$ cat config.mk
export PLATFORM = sky130hd
export DESIGN_NAME = brf_ptr
export DESIGN_NICKNAME = d
export VERILOG_FILES = /design/src/rtl/brf_pkg.sv /design/src/rtl/brf_ptr.sv
export SDC_FILE = /design/constraint.sdc
export NUM_CORES = 1
export LEC_CHECK = 0
export BUFFER_PORTS_ARGS = -buffer_cell sky130_fd_sc_hd__buf_2
export CORE_MARGIN = 2
export CORE_UTILIZATION = 51
export DETAILED_ROUTE_END_ITERATION = 16
export PLACE_DENSITY_LB_ADDON = 0.3
export SYNTH_ARGS = -nofsm -noshare
export SYNTH_HDL_FRONTEND = slang
export SYNTH_SLANG_ARGS = --single-unit
$ cat constraint.sdc
create_clock -name clk -period 4.72 [get_ports clk]
set_clock_uncertainty 0.05 [all_clocks]
set_input_delay 0.472 -clock clk [delete_from_list [all_inputs] [get_ports clk]]
set_output_delay 0.472 -clock clk [all_outputs]
set_load 0.005 [all_outputs]
$ cat src/rtl/brf_pkg.sv
// ----------------------------------------------------------------------------
// brf_pkg
// Shared types and constants of the byte ring FIFO with delimited read.
// ----------------------------------------------------------------------------
`default_nettype none

package brf_pkg;

	localparam int BYTE_W     = 8;
	localparam int CFG_W      = 11;
	localparam int CNT_W      = 7;
	localparam int OP_W       = 3;
	localparam int OUT_FILL_W = 11;
	localparam int CAP_RESET  = 1024;

	// operation codes carried by an input item
	typedef enum logic [OP_W-1:0] {
		OP_PUSH       = 3'd0,
		OP_READ       = 3'd1,
		OP_READ_DELIM = 3'd2,
		OP_DISCARD    = 3'd3,
		OP_UNPUT      = 3'd4
	} op_t;

	// pointer update requested from the pointer unit
	typedef enum logic [2:0] {
		UPD_NONE,
		UPD_PUSH,
		UPD_POP,
		UPD_DISCARD,
		UPD_UNPUT
	} upd_t;

	typedef struct packed {
		upd_t             kind;
		logic [CNT_W-1:0] n;
	} ptr_cmd_t;

	typedef enum logic [0:0] {
		ST_IDLE,
		ST_READ
	} state_t;

endpackage

`default_nettype wire

$ cat src/rtl/brf_ptr.sv
// ----------------------------------------------------------------------------
// brf_ptr
// Capacity register, read index and fill level, with ring wrap arithmetic.
// ----------------------------------------------------------------------------
`default_nettype none

module brf_ptr
	import brf_pkg::*;
#(
	parameter int DEPTH = 1024,
	parameter int AW    = 10,
	parameter int CW    = 11
) (
	input  wire logic             clk,
	input  wire logic             arst_n,
	input  wire logic             cfg_wr_en,
	input  wire logic [CFG_W-1:0] cfg_wr_data,
	input  wire ptr_cmd_t         cmd,
	output logic      [AW-1:0]    rd_addr,
	output logic      [AW-1:0]    rd_addr_next,
	output logic      [AW-1:0]    wr_addr,
	output logic      [CW-1:0]    fill,
	output logic      [CW-1:0]    fill_next,
	output logic      [CW-1:0]    cap,
	output logic                  push_ok
);

	localparam int SW      = CW + 1;
	localparam int CAP_RST = (CAP_RESET < DEPTH) ? CAP_RESET : DEPTH;

	logic [AW-1:0] rd_q;
	logic [CW-1:0] fill_q;
	logic [CW-1:0] cap_q;

	logic [SW-1:0] rd_s, fill_s, cap_s, n_s, adv_s;
	logic [SW-1:0] wsum, wwrap, rsum, rwrap, fnext_s;
	logic [31:0]   cfg_ext;
	logic [CW-1:0] cap_clip;
	logic [AW-1:0] rd_nx;

	assign rd_s   = SW'(rd_q);
	assign fill_s = SW'(fill_q);
	assign cap_s  = SW'(cap_q);
	assign n_s    = SW'(cmd.n);

	// write slot: read index plus fill, folded once into the ring
	assign wsum  = rd_s + fill_s;
	assign wwrap = (wsum >= cap_s) ? (wsum - cap_s) : wsum;

	assign adv_s = (cmd.kind == UPD_POP) ? SW'(1) : n_s;
	assign rsum  = rd_s + adv_s;
	assign rwrap = (rsum >= cap_s) ? (rsum - cap_s) : rsum;

	always_comb begin
		unique case (cmd.kind)
			UPD_PUSH:    fnext_s = fill_s + SW'(1);
			UPD_POP:     fnext_s = fill_s - SW'(1);
			UPD_DISCARD,
			UPD_UNPUT:   fnext_s = fill_s - n_s;
			default:     fnext_s = fill_s;
		endcase
	end

	always_comb begin
		if (fnext_s == '0) begin
			rd_nx = '0;
		end else if (cmd.kind == UPD_POP || cmd.kind == UPD_DISCARD) begin
			rd_nx = rwrap[AW-1:0];
		end else begin
			rd_nx = rd_q;
		end
	end

	always_comb begin
		cfg_ext = 32'(cfg_wr_data);
		if (cfg_ext == 32'd0) begin
			cap_clip = CW'(1);
		end else if (cfg_ext > 32'(DEPTH)) begin
			cap_clip = CW'(DEPTH);
		end else begin
			cap_clip = CW'(cfg_ext);
		end
	end

	always_ff @(posedge clk or negedge arst_n) begin
		if (!arst_n) begin
			rd_q   <= '0;
			fill_q <= '0;
			cap_q  <= CW'(CAP_RST);
		end else if (cfg_wr_en) begin
			rd_q   <= '0;
			fill_q <= '0;
			cap_q  <= cap_clip;
		end else begin
			rd_q   <= rd_nx;
			fill_q <= CW'(fnext_s);
		end
	end

	assign rd_addr      = rd_q;
	assign rd_addr_next = rd_nx;
	assign wr_addr      = wwrap[AW-1:0];
	assign fill         = fill_q;
	assign fill_next    = CW'(fnext_s);
	assign cap          = cap_q;
	assign push_ok      = (fill_q < cap_q);

endmodule

`default_nettype wire

==> flow_summary.ini, run 1 <==
[sta]
setup_ws_ns = 0.00604
min_period_ns = 4.71
report.final.slew_viol_count = 0
max_freq_mhz = 212
tightest_slew_ns = 0.867
finalHoldViolations = 0
period_share = 0.999
setup_viol = 0
slew_headroom = 0.418
rsz0062_at_grt = yes
final.setup.tns_ns = 0
fin_hold_ws_ns = 0.187

[synthesis]
synth-main-ff-cell = dfrtp_1
synth_top_area_frac = 0.185
synth_cell_type_count = 67
synth_seq_cells = 32
syn_avg_cell_area_sq_um = 8.41
mappedNetlistArea_sq_mm = 0.00420
yosysWarnings = 0
ys_seq_area_frac = 0.191
ys_async_sr_fraction = 1.00
syn_inst = 500
syn_nets = 589
synth_area_leaders = dfrtp_1 (18%), ha_1 (18%), xnor2_1 (6.0%), a21oi_1 (4.0%), nor2_1 (3.5%)
synth_edf_count = 0
synth_top_cell_by_area = dfrtp_1

[global_routing]
overflow = 0
antenna_found_initial = 0
grt_pass1_vias = 4014
grt_max_degree = 40
grt_pass1_wl_microns = 19700
grt_util_all_layers = 0.282

[final_layout]
drive_gt1_frac = 0.343
seqCellArea_sq_um = 802
mostFrequentLayoutCells = buf_2 (85), ha_1 (55), nor2_1 (38)
syn_to_final_growth_pct = 28.0
fill_cells = 702
layout_commonest_cell = buf_2
stdcell_area_sq_mm = 0.00538
multi_input_area_sq_mm = 0.00344
diodes = 0
final_nets = 712

[die]
die_x_microns = 94.8
start_util = 0.519
die-area_sq_mm = 0.00899
placementRows = 33
core_sq_mm = 0.00809
ioPinCount = 88
dieHeight_microns = 94.8

[setup_path]
ff2ff_setup_slack_ns = 0.66
critPathLaunchType = input pin
cp_max_fo = 7
critPathKind = in -> out
crit_required_ns = 4.20
crit_arrival_ns = 4.19
r2r-start = rd_addr[0]
r2r_end = rd_addr[5]
endpoint_kind = output port
r2r_cells = 20

[clocking]
cts-buffers-inserted = 5
ctsHoldBuffers = 0
root_buffer = clkbuf_8
clkSinkCount = 32
clk_pin_slew_worst_paths_ns = 0.08
cts_max_path_buffers = 2
cts_tree = done
ctsHtreeMaxLevel = 2
worst_skew_pair.late_latency_ns = 0.29

[routing]
routed_wl_microns = 12900
wl_per_cell_microns = 17.7
routed_via_density = 5.92
firstDrtPassIters = 6
initialDrtViolationCount = 193
drc = 0
num_vias = 4319
final_antenna_net_count = 0

[hold_path]
hold_class = in -> async

[pwr]
peakVddDrop_v = 0.000175
seqPwrFrac = 0.166
swShare = 0.440
p_leak_nw = 2.73
p_comb_frac = 0.704
pwr-share-clk = 0.130
switching_power_mw = 0.951
power.density_mw_per_mm2 = 402
intPower_mw = 1.21

[status]
status = finished, final reports clean

[place]
dp_hpwl_microns = 9660
gp_congestion = 1.01
dp_slack_ns = -0.175
place_area_sq_mm = 0.00491
portBuffers = 87

[flow_run]
max_cap_viol_count = 0
-- state kept, by name (all words and copies together), names as in the netlist --
name	count
cap	11
fill	11
rd_addr	10
-- cells in the mapped netlist (3+ instances only) --
master,number
nand2_1,35
nand2b_1,9
a21boi_0,3
or2_2,5
a31oi_1,3
o31ai_1,5
nand3b_1,5
a311oi_1,3
xor2_1,10
inv_1,38
clkbuf_1,5
nor4_1,4
fa_1,5
nor2_1,39
a21o_1,11
mux2i_1,9
ha_1,60
nor3b_1,8
nor2b_1,17
nor3_1,8
xnor2_1,29
a2111oi_2,4
o21ai_0,29
o21a_1,8
nand4_1,3
dfrtp_1,31
a211oi_1,5
mux2_2,9
or3_1,5
a21oi_1,34
and2_1,7
o21ai_1,3
nand3_1,6
-- power by group through the flow --
stage               clock network, mW  registers, mW  logic, mW
floorplan                           0          0.349      0.903
CTS                             0.281          0.356       1.36
finish                          0.282          0.358       1.52
detailed placement                  0          0.361       1.32
global route                    0.295          0.362       1.66
global placement                    0          0.361       1.29
-- critical path, stage by stage --
cell,delay [ns]
buf_8,0.07
nor2b_4,0.13
nand2b_1,0.09
nand2b_1,0.10
ha_2,0.22
inv_2,0.05
fa_2,0.36
nor2b_1,0.14
o21a_1,0.16
nor2_1,0.06
xnor2_1,0.23
ha_1,0.30
or4_4,0.54
o221ai_2,0.12
o21ai_4,0.10
o221a_4,0.31
buf_6,0.14
mux2i_1,0.10
o21ai_1,0.16
nor2b_1,0.19
buf_2,0.13
-- kinds of logic after synthesis --
logic type	share of synthesized area
AND/OR/NAND/NOR	0.201
AO/OA/AOI/OAI	0.220
adder cells (fa/ha/maj)	0.202
buffers and inverters	0.0518
XOR/XNOR	0.0851
flip-flops	0.191
multiplexers	0.0491
-- routing by layer --
layer  vias up  share of wire  routed length (microns)  track usage
met2       179           0.49                     6330        0.487
met3        31          0.062                      804       0.0287
li1       2067              -                        -            -
met1      2042           0.42                     5460        0.370
met4         0          0.025                      329       0.0894
met5         -              0                        0            0
-- stage by stage --
step / util / std cells / total power, mW
floorplan: - / 500 / 1.25
global placement: 0.606 / 709 / 1.65
detailed placement: 0.606 / 709 / 1.69
CTS: 0.631 / 721 / 2.00
global route: 0.665 / 729 / 2.32
finish: 0.665 / 729 / 2.16
-- repair_timing --
item                                    in CTS  in global routing
endpoints found under the setup margin      20                 20
buffers inserted                             3                  8
gates resized for setup                     18                 50
cloned                                       1                  0
pin swaps                                    8                 23
-- final cells by class --
class	instances	area share
multi-input combinational	420	0.639
sequential	32	0.149
timing repair buffer	126	0.140
inverter	38	0.0265
tap	105	0.0244
clock buffer	5	0.0128
clock inverter	3	0.00860
-- worst max-delay path by stage --
| stage | cells after the start | startpoint | slack, ns | end |
|---|---|---|---|---|
| after floorplan | 21 | cmd[8] | 0.21 | rd_addr_next[8] |
| after detailed placement | 23 | cmd[8] | -0.18 | rd_addr_next[3] |
| after global routing | 23 | cmd[8] | -0.19 | rd_addr_next[1] |
| final | 21 | cmd[8] | 0.006 | rd_addr_next[3] |
| after global placement | 21 | cmd[8] | -0.02 | rd_addr_next[0] |
| after CTS | 22 | cmd[8] | 0.006 | rd_addr_next[9] |
No activity file was read; power rests on OpenSTA's default activity.
==> run 2, diff against run 1 <==
--- a/config.mk
+++ b/config.mk
@@ -6,7 +6,6 @@
 export NUM_CORES = 1
 export LEC_CHECK = 0
 export BUFFER_PORTS_ARGS = -buffer_cell sky130_fd_sc_hd__buf_2
-export CORE_MARGIN = 2
 export CORE_UTILIZATION = 51
 export DETAILED_ROUTE_END_ITERATION = 16
 export PLACE_DENSITY_LB_ADDON = 0.3
==> run 2 against run 1 <==
Hold slack improved by 0.0022 ns. Critical endpoint unchanged. Critical path type unchanged. Final cell count up 1.1%. Largest power group unchanged. The flow now finishes with violations (negative setup slack). Maximum frequency is 0.71% lower. Sequential power about the same.
==> flow_summary.ini, run 2 (same netlist as run 1, synthesis figures left out) <==
[final_layout]
layout_commonest_cell = buf_2
final_nets = 723
drive_gt1_frac = 0.337
diodes = 0
finalNonFillerCells = 737
fill_cells = 660
mostFrequentLayoutCells = buf_2 (85), ha_1 (56), buf_4 (46)
syn_to_final_growth_pct = 28.8
stdcell_area_sq_mm = 0.00542

[setup_path]
cpMostUsedCell = buf_4
endpoint_kind = output port
crit_path_end = rd_addr_next[3]
r2r_end = rd_addr[0]
cp.depth = 24
r2r_cells = 19
crit_family = compound AO/OA/AOI/OAI gates
crit_buf_inv = 6
critPathLaunch = cmd[9]
critPathLaunchType = input pin
r2r-start = rd_addr[0]
ff2ff_setup_slack_ns = 0.60
cp_max_fo = 8
path_cells = buf_6 -> nor2b_4 -> nand2b_1 -> buf_4 -> nand2_2 -> inv_1 -> ha_1 -> a211oi_1 -> nor2_1 -> o21ai_1 -> nor2b_2 -> xnor2_1 -> ha_1 -> buf_4 -> nor3_1 -> nand2_1 -> o221ai_4 -> o21ai_4 -> o221a_4 -> buf_4 -> mux2i_1 -> o21ai_1 -> nor2b_1 -> buf_2
critPathSlowestCell = o221a_4
crit_required_ns = 4.20
critPathKind = in -> out
crit_arrival_ns = 4.23
max_stage_delay_ns = 0.30

[global_routing]
grt_pass1_wl_microns = 20000
antenna_found_initial = 0
grt_pass1_vias = 4198
grt_util_all_layers = 0.298
grt_max_degree = 40
overflow = 0

[sta]
final.setup.tns_ns = -0.0517
slew_headroom = 0.465
max_freq_mhz = 211
tightest_slew_ns = 0.796
fin_hold_ws_ns = 0.189
rsz0062_at_grt = yes
setup_ws_ns = -0.0278
period_share = 1.01
finalHoldViolations = 0
setup_viol = 2
report.final.slew_viol_count = 0
min_period_ns = 4.75

[clocking]
clkSinkCount = 32
worst_skew_pair.late_latency_ns = 0.29
cts-buffers-inserted = 5
cts_max_path_buffers = 2
root_buffer = clkbuf_8
cts_tree = done
ctsHoldBuffers = 0
ctsHtreeMaxLevel = 2
clk_pin_slew_worst_paths_ns = 0.08

[pwr]
p_leak_nw = 2.76
switching_power_mw = 0.948
peakVddDrop_v = 0.000171
intPower_mw = 1.16
pwr-share-clk = 0.104
power_mw = 2.11
p_comb_frac = 0.726
power.density_mw_per_mm2 = 389
swShare = 0.450
seqPwrFrac = 0.170

[routing]
initialDrtViolationCount = 223
routed_via_density = 5.96
firstDrtPassIters = 5
num_vias = 4393
final_antenna_net_count = 0
wl_per_cell_microns = 18.0
drc = 0
routed_wl_microns = 13300

[status]
status = finished with violations
violations = negative setup slack

[die]
start_util = 0.536
dieHeight_microns = 92.8
core_sq_mm = 0.00785
placementRows = 32
die-area_sq_mm = 0.00861
die_x_microns = 92.8
ioPinCount = 88

[place]
portBuffers = 87
gp_congestion = 0.919
place_area_sq_mm = 0.00491
dp_cells = 707
dp_hpwl_microns = 9770

[flow_run]
max_cap_viol_count = 0

[hold_path]
hold_class = in -> async
run 2: cell type report:
| class | instances | area (sq um) | share of cell area |
|---|---|---|---|
| inverters | 38 | 143 | 0.0263 |
| well taps | 102 | 128 | 0.0236 |
| clock inverters | 3 | 18.8 | 0.00347 |
| multi-input cells | 420 | 3420 | 0.631 |
| flip-flops and latches | 32 | 803 | 0.148 |
| repair buffers | 137 | 838 | 0.155 |
| clock buffers | 5 | 68.8 | 0.0127 |
run 2: worst min path at each step:
stage               cells past startpoint  slack, ns      end   start
floorplan                               0       0.13   cap[0]  arst_n
global placement                        1       0.52  fill[7]  arst_n
detailed placement                      1       0.54  fill[7]  arst_n
CTS                                     1       0.23  fill[4]  arst_n
global route                            1       0.26   cap[0]  arst_n
finish                                  1       0.19   cap[0]  arst_n
run 2: timing repair:
action,CTS,global route
cloned,1,0
setup endpoints to repair,19,20
pin swaps,6,21
setup buffers,9,12
resized for setup,14,44
run 2: layer usage:
layer	part of all wire	wire length, microns	vias to the layer above	track usage
met3	0.058	769	47	0.0287
li1	-	-	2088	-
met2	0.49	6480	199	0.525
met1	0.42	5520	2059	0.371
met4	0.039	514	0	0.121
met5	0	0	-	0
run 2: metrics by stage:
step	setup WS, ns	util
2_1_floorplan	0.210	-
3_3_place_gp	0.0280	0.626
3_5_place_dp	-0.120	0.626
4_1_cts	-0.00416	0.652
5_1_grt	-0.182	0.690
6_report	-0.0278	0.690
run 2: power by group through the flow:
stage	clock (mW)	sequential [mW]	combinational, mW
2_1_floorplan	0	0.349	0.903
3_3_place_gp	0	0.362	1.28
3_5_place_dp	0	0.362	1.32
4_1_cts	0.218	0.357	1.35
5_1_grt	0.233	0.361	1.66
6_report	0.219	0.358	1.53
==> run 3, diff against run 2 <==
--- a/config.mk
+++ b/config.mk
@@ -5,8 +5,9 @@
 export SDC_FILE = /design/constraint.sdc
 export NUM_CORES = 1
 export LEC_CHECK = 0
+export ABC_AREA = 1
 export BUFFER_PORTS_ARGS = -buffer_cell sky130_fd_sc_hd__buf_2
-export CORE_UTILIZATION = 51
+export CORE_UTILIZATION = 52
 export DETAILED_ROUTE_END_ITERATION = 16
 export PLACE_DENSITY_LB_ADDON = 0.3
 export SYNTH_ARGS = -nofsm -noshare
==> constraint.sdc (replaced) <==
create_clock -name clk -period 4.72 [get_ports clk]
set_clock_uncertainty 0.05 [all_clocks]
set_input_delay 0.944 -clock clk [delete_from_list [all_inputs] [get_ports clk]]
set_output_delay 0.944 -clock clk [all_outputs]
set_load 0.005 [all_outputs]
==> run 3 against run 2 <==
The run still ends with negative setup slack left. Hold slack improved by 0.43 ns. Utilization increased by 7.2 points. Maximum frequency decreased by 3.9%. Total power decreased by 5.7%. Worst setup slack got worse by 0.19 ns. Final cell count increased by 40%. Sequential power decreased by 4%. Die area increased by 7.0%. Non-clock buffer count increased by 30. Largest power group unchanged.
==> flow_summary.ini, run 3 <==
[status]
status = finished with violations
violations = negative setup slack

[clocking]
cts_tree = done
clk_pin_slew_worst_paths_ns = 0.08
cts_max_path_buffers = 2
cts-buffers-inserted = 5
worst_skew_pair.late_latency_ns = 0.31
clkSinkCount = 32
ctsHoldBuffers = 0
ctsHtreeMaxLevel = 2
root_buffer = clkbuf_8

[routing]
routed_wl_microns = 16600
initialDrtViolationCount = 315
firstDrtPassIters = 5
wl_per_cell_microns = 16.1
routed_via_density = 5.50
final_antenna_net_count = 0
drc = 0
num_vias = 5673

[sta]
max_freq_mhz = 202
rsz0062_at_grt = yes
period_share = 1.05
slew_headroom = 0.461
report.final.slew_viol_count = 0
min_period_ns = 4.94
setup_viol = 11
finalHoldViolations = 0
setup_ws_ns = -0.221
tightest_slew_ns = 0.808

[pwr]
swShare = 0.470
intPower_mw = 1.05
switching_power_mw = 0.935
seqPwrFrac = 0.173
power.density_mw_per_mm2 = 312
p_comb_frac = 0.681
pwr-share-clk = 0.147
peakVddDrop_v = 0.000179
p_leak_nw = 3.80

[setup_path]
max_stage_delay_ns = 0.37
cpMostUsedCell = buf_4
endpoint_kind = flop
critPathLaunchType = input pin
critPathLaunch = cmd[9]
crit_arrival_ns = 5.12
critPathKind = in -> reg
critPathSlowestCell = fa_2
crit_required_ns = 4.90
r2r-start = rd_addr[0]
cp_max_fo = 4

[final_layout]
syn_to_final_growth_pct = 39.0
stdcell_area_sq_mm = 0.00638
finalNonFillerCells = 1031
diodes = 0
final_nets = 1014
drive_gt1_frac = 0.299
final_util = 0.762
mostFrequentLayoutCells = nand2_1 (212), inv_1 (141), buf_2 (85)
layout_commonest_cell = nand2_1

[synthesis]
synth_common_cells = nand2_1 (239), inv_1 (149), nand3_1 (62)
synth_edf_count = 0
synth_area_leaders = nand2_1 (20%), dfrtp_1 (17%), ha_1 (16%), inv_1 (12%), nand3_1 (6.8%)
syn_nets = 846
mappedNetlistArea_sq_mm = 0.00459
synth-main-ff-cell = dfrtp_1
yosysWarnings = 0
synth_top_area_frac = 0.195
syn_avg_cell_area_sq_um = 6.07
syn_inst = 757
ys_seq_area_frac = 0.175
synth_top_cell_by_area = nand2_1
synth_cell_type_count = 38
yosysMostFrequentCell = nand2_1
ys_async_sr_fraction = 1.00
synth_seq_cells = 32

[global_routing]
grt_pass1_vias = 5336
grt_max_degree = 33
grt_pass1_wl_microns = 25100
antenna_found_initial = 0
overflow = 0
grt_util_all_layers = 0.361

[hold_path]
hold_class = reg -> reg
min_from = fill[6]

[die]
start_util = 0.548
core_sq_mm = 0.00838
ioPinCount = 88
die-area_sq_mm = 0.00921
die_x_microns = 96.0
dieHeight_microns = 96.0
placementRows = 33

[flow_run]
max_cap_viol_count = 0

[place]
portBuffers = 87
dp_hpwl_microns = 12000
place_area_sq_mm = 0.00557
gp_congestion = 0.994
dp_cells = 1001
## run 3: cell types whose count changed after synthesis, moves of 8 or more
cell and delta:
inv_1 +111, nand2b_1 -9, a21o_1 -10, mux2i_1 -9
nor2_1 +18, nor3b_1 -8, xnor2_1 -23, mux2_2 -9
nand4_1 +10, nand2_1 +204, xor2_1 +8, nand3_1 +56
nor2b_1 -17
## run 3: layout make-up
class / instances / area (sq um)
repair buffers: 167 / 1070
inverters: 152 / 578
clock inverters: 3 / 42.5
multi-input cells: 567 / 3680
flip-flops and latches: 32 / 806
well taps: 105 / 131
clock buffers: 5 / 68.8
fillers: 698 / 2000
## run 3: worst paths after layout
| path | to | slack [ns] | depth (start not counted) |
|---|---|---|---|
| worst min-delay path | fill[6] | 0.62 | 2 |
| worst min register to register | fill[6] | 0.62 | 2 |
| max in group asynchronous | rd_addr[0] | 3.39 | 1 |
| worst max register to register | rd_addr[8] | 0.15 | 31 |
| worst max-delay path | rd_addr[8] | -0.22 | 34 |
| min in group asynchronous | cap[9] | 0.67 | 1 |
## run 3: power groups by stage
stage	Clock, mW	Combinational [mW]	Sequential (mW)
final	0.292	1.35	0.343
after global routing	0.301	1.51	0.345
after CTS	0.290	1.23	0.338
after detailed placement	0	1.12	0.342
after global placement	0	1.09	0.341
after floorplan	0	0.713	0.332
## run 3: per-stage QoR
step	hold WS [ns]	worst slack, ns	setup TNS (ns)	power (mW)
2_1_floorplan	0.479	0.0662	0	1.04
3_3_place_gp	0.589	-0.309	-2.95	1.43
3_5_place_dp	0.601	-0.379	-3.64	1.46
4_1_cts	0.614	-0.172	-1.38	1.85
5_1_grt	0.631	-0.396	-4.21	2.15
6_report	0.622	-0.221	-1.92	1.99
## run 3: metal layers
metal,routed length (microns),vias up,GRT usage,share of wire
li1,-,2726,-,-
met1,6990,2613,0.455,0.42
met2,7750,279,0.608,0.47
met3,1290,55,0.0656,0.077
met4,590,0,0.143,0.035
met5,0,-,0,0
## run 3: repair_timing
action,CTS,global route
buffers inserted,16,3
pin swaps,27,29
cloned,3,0
setup endpoints to repair,20,21
resized for setup,52,66
## run 3: cell families (layout without fill, tap and decap cells)
| group | count (synthesis) | count (layout) | share of synthesized area |
|---|---|---|---|
| AND/OR/NAND/NOR | 393 | 395 | 0.363 |
| buffers and inverters | 160 | 327 | 0.132 |
| AO/OA/AOI/OAI | 83 | 83 | 0.0995 |
| adder cells (fa/ha/maj) | 65 | 65 | 0.185 |
| flip-flops | 32 | 32 | 0.175 |
| XOR/XNOR | 24 | 24 | 0.0458 |
## run 3: critical path: cells and delay by family
family	cells	cell delay (ns)
xor+xnor	1	0.21
compound gates	2	0.35
simple gates	13	1.11
fa+ha+maj	3	0.76
buf+inv	15	1.75
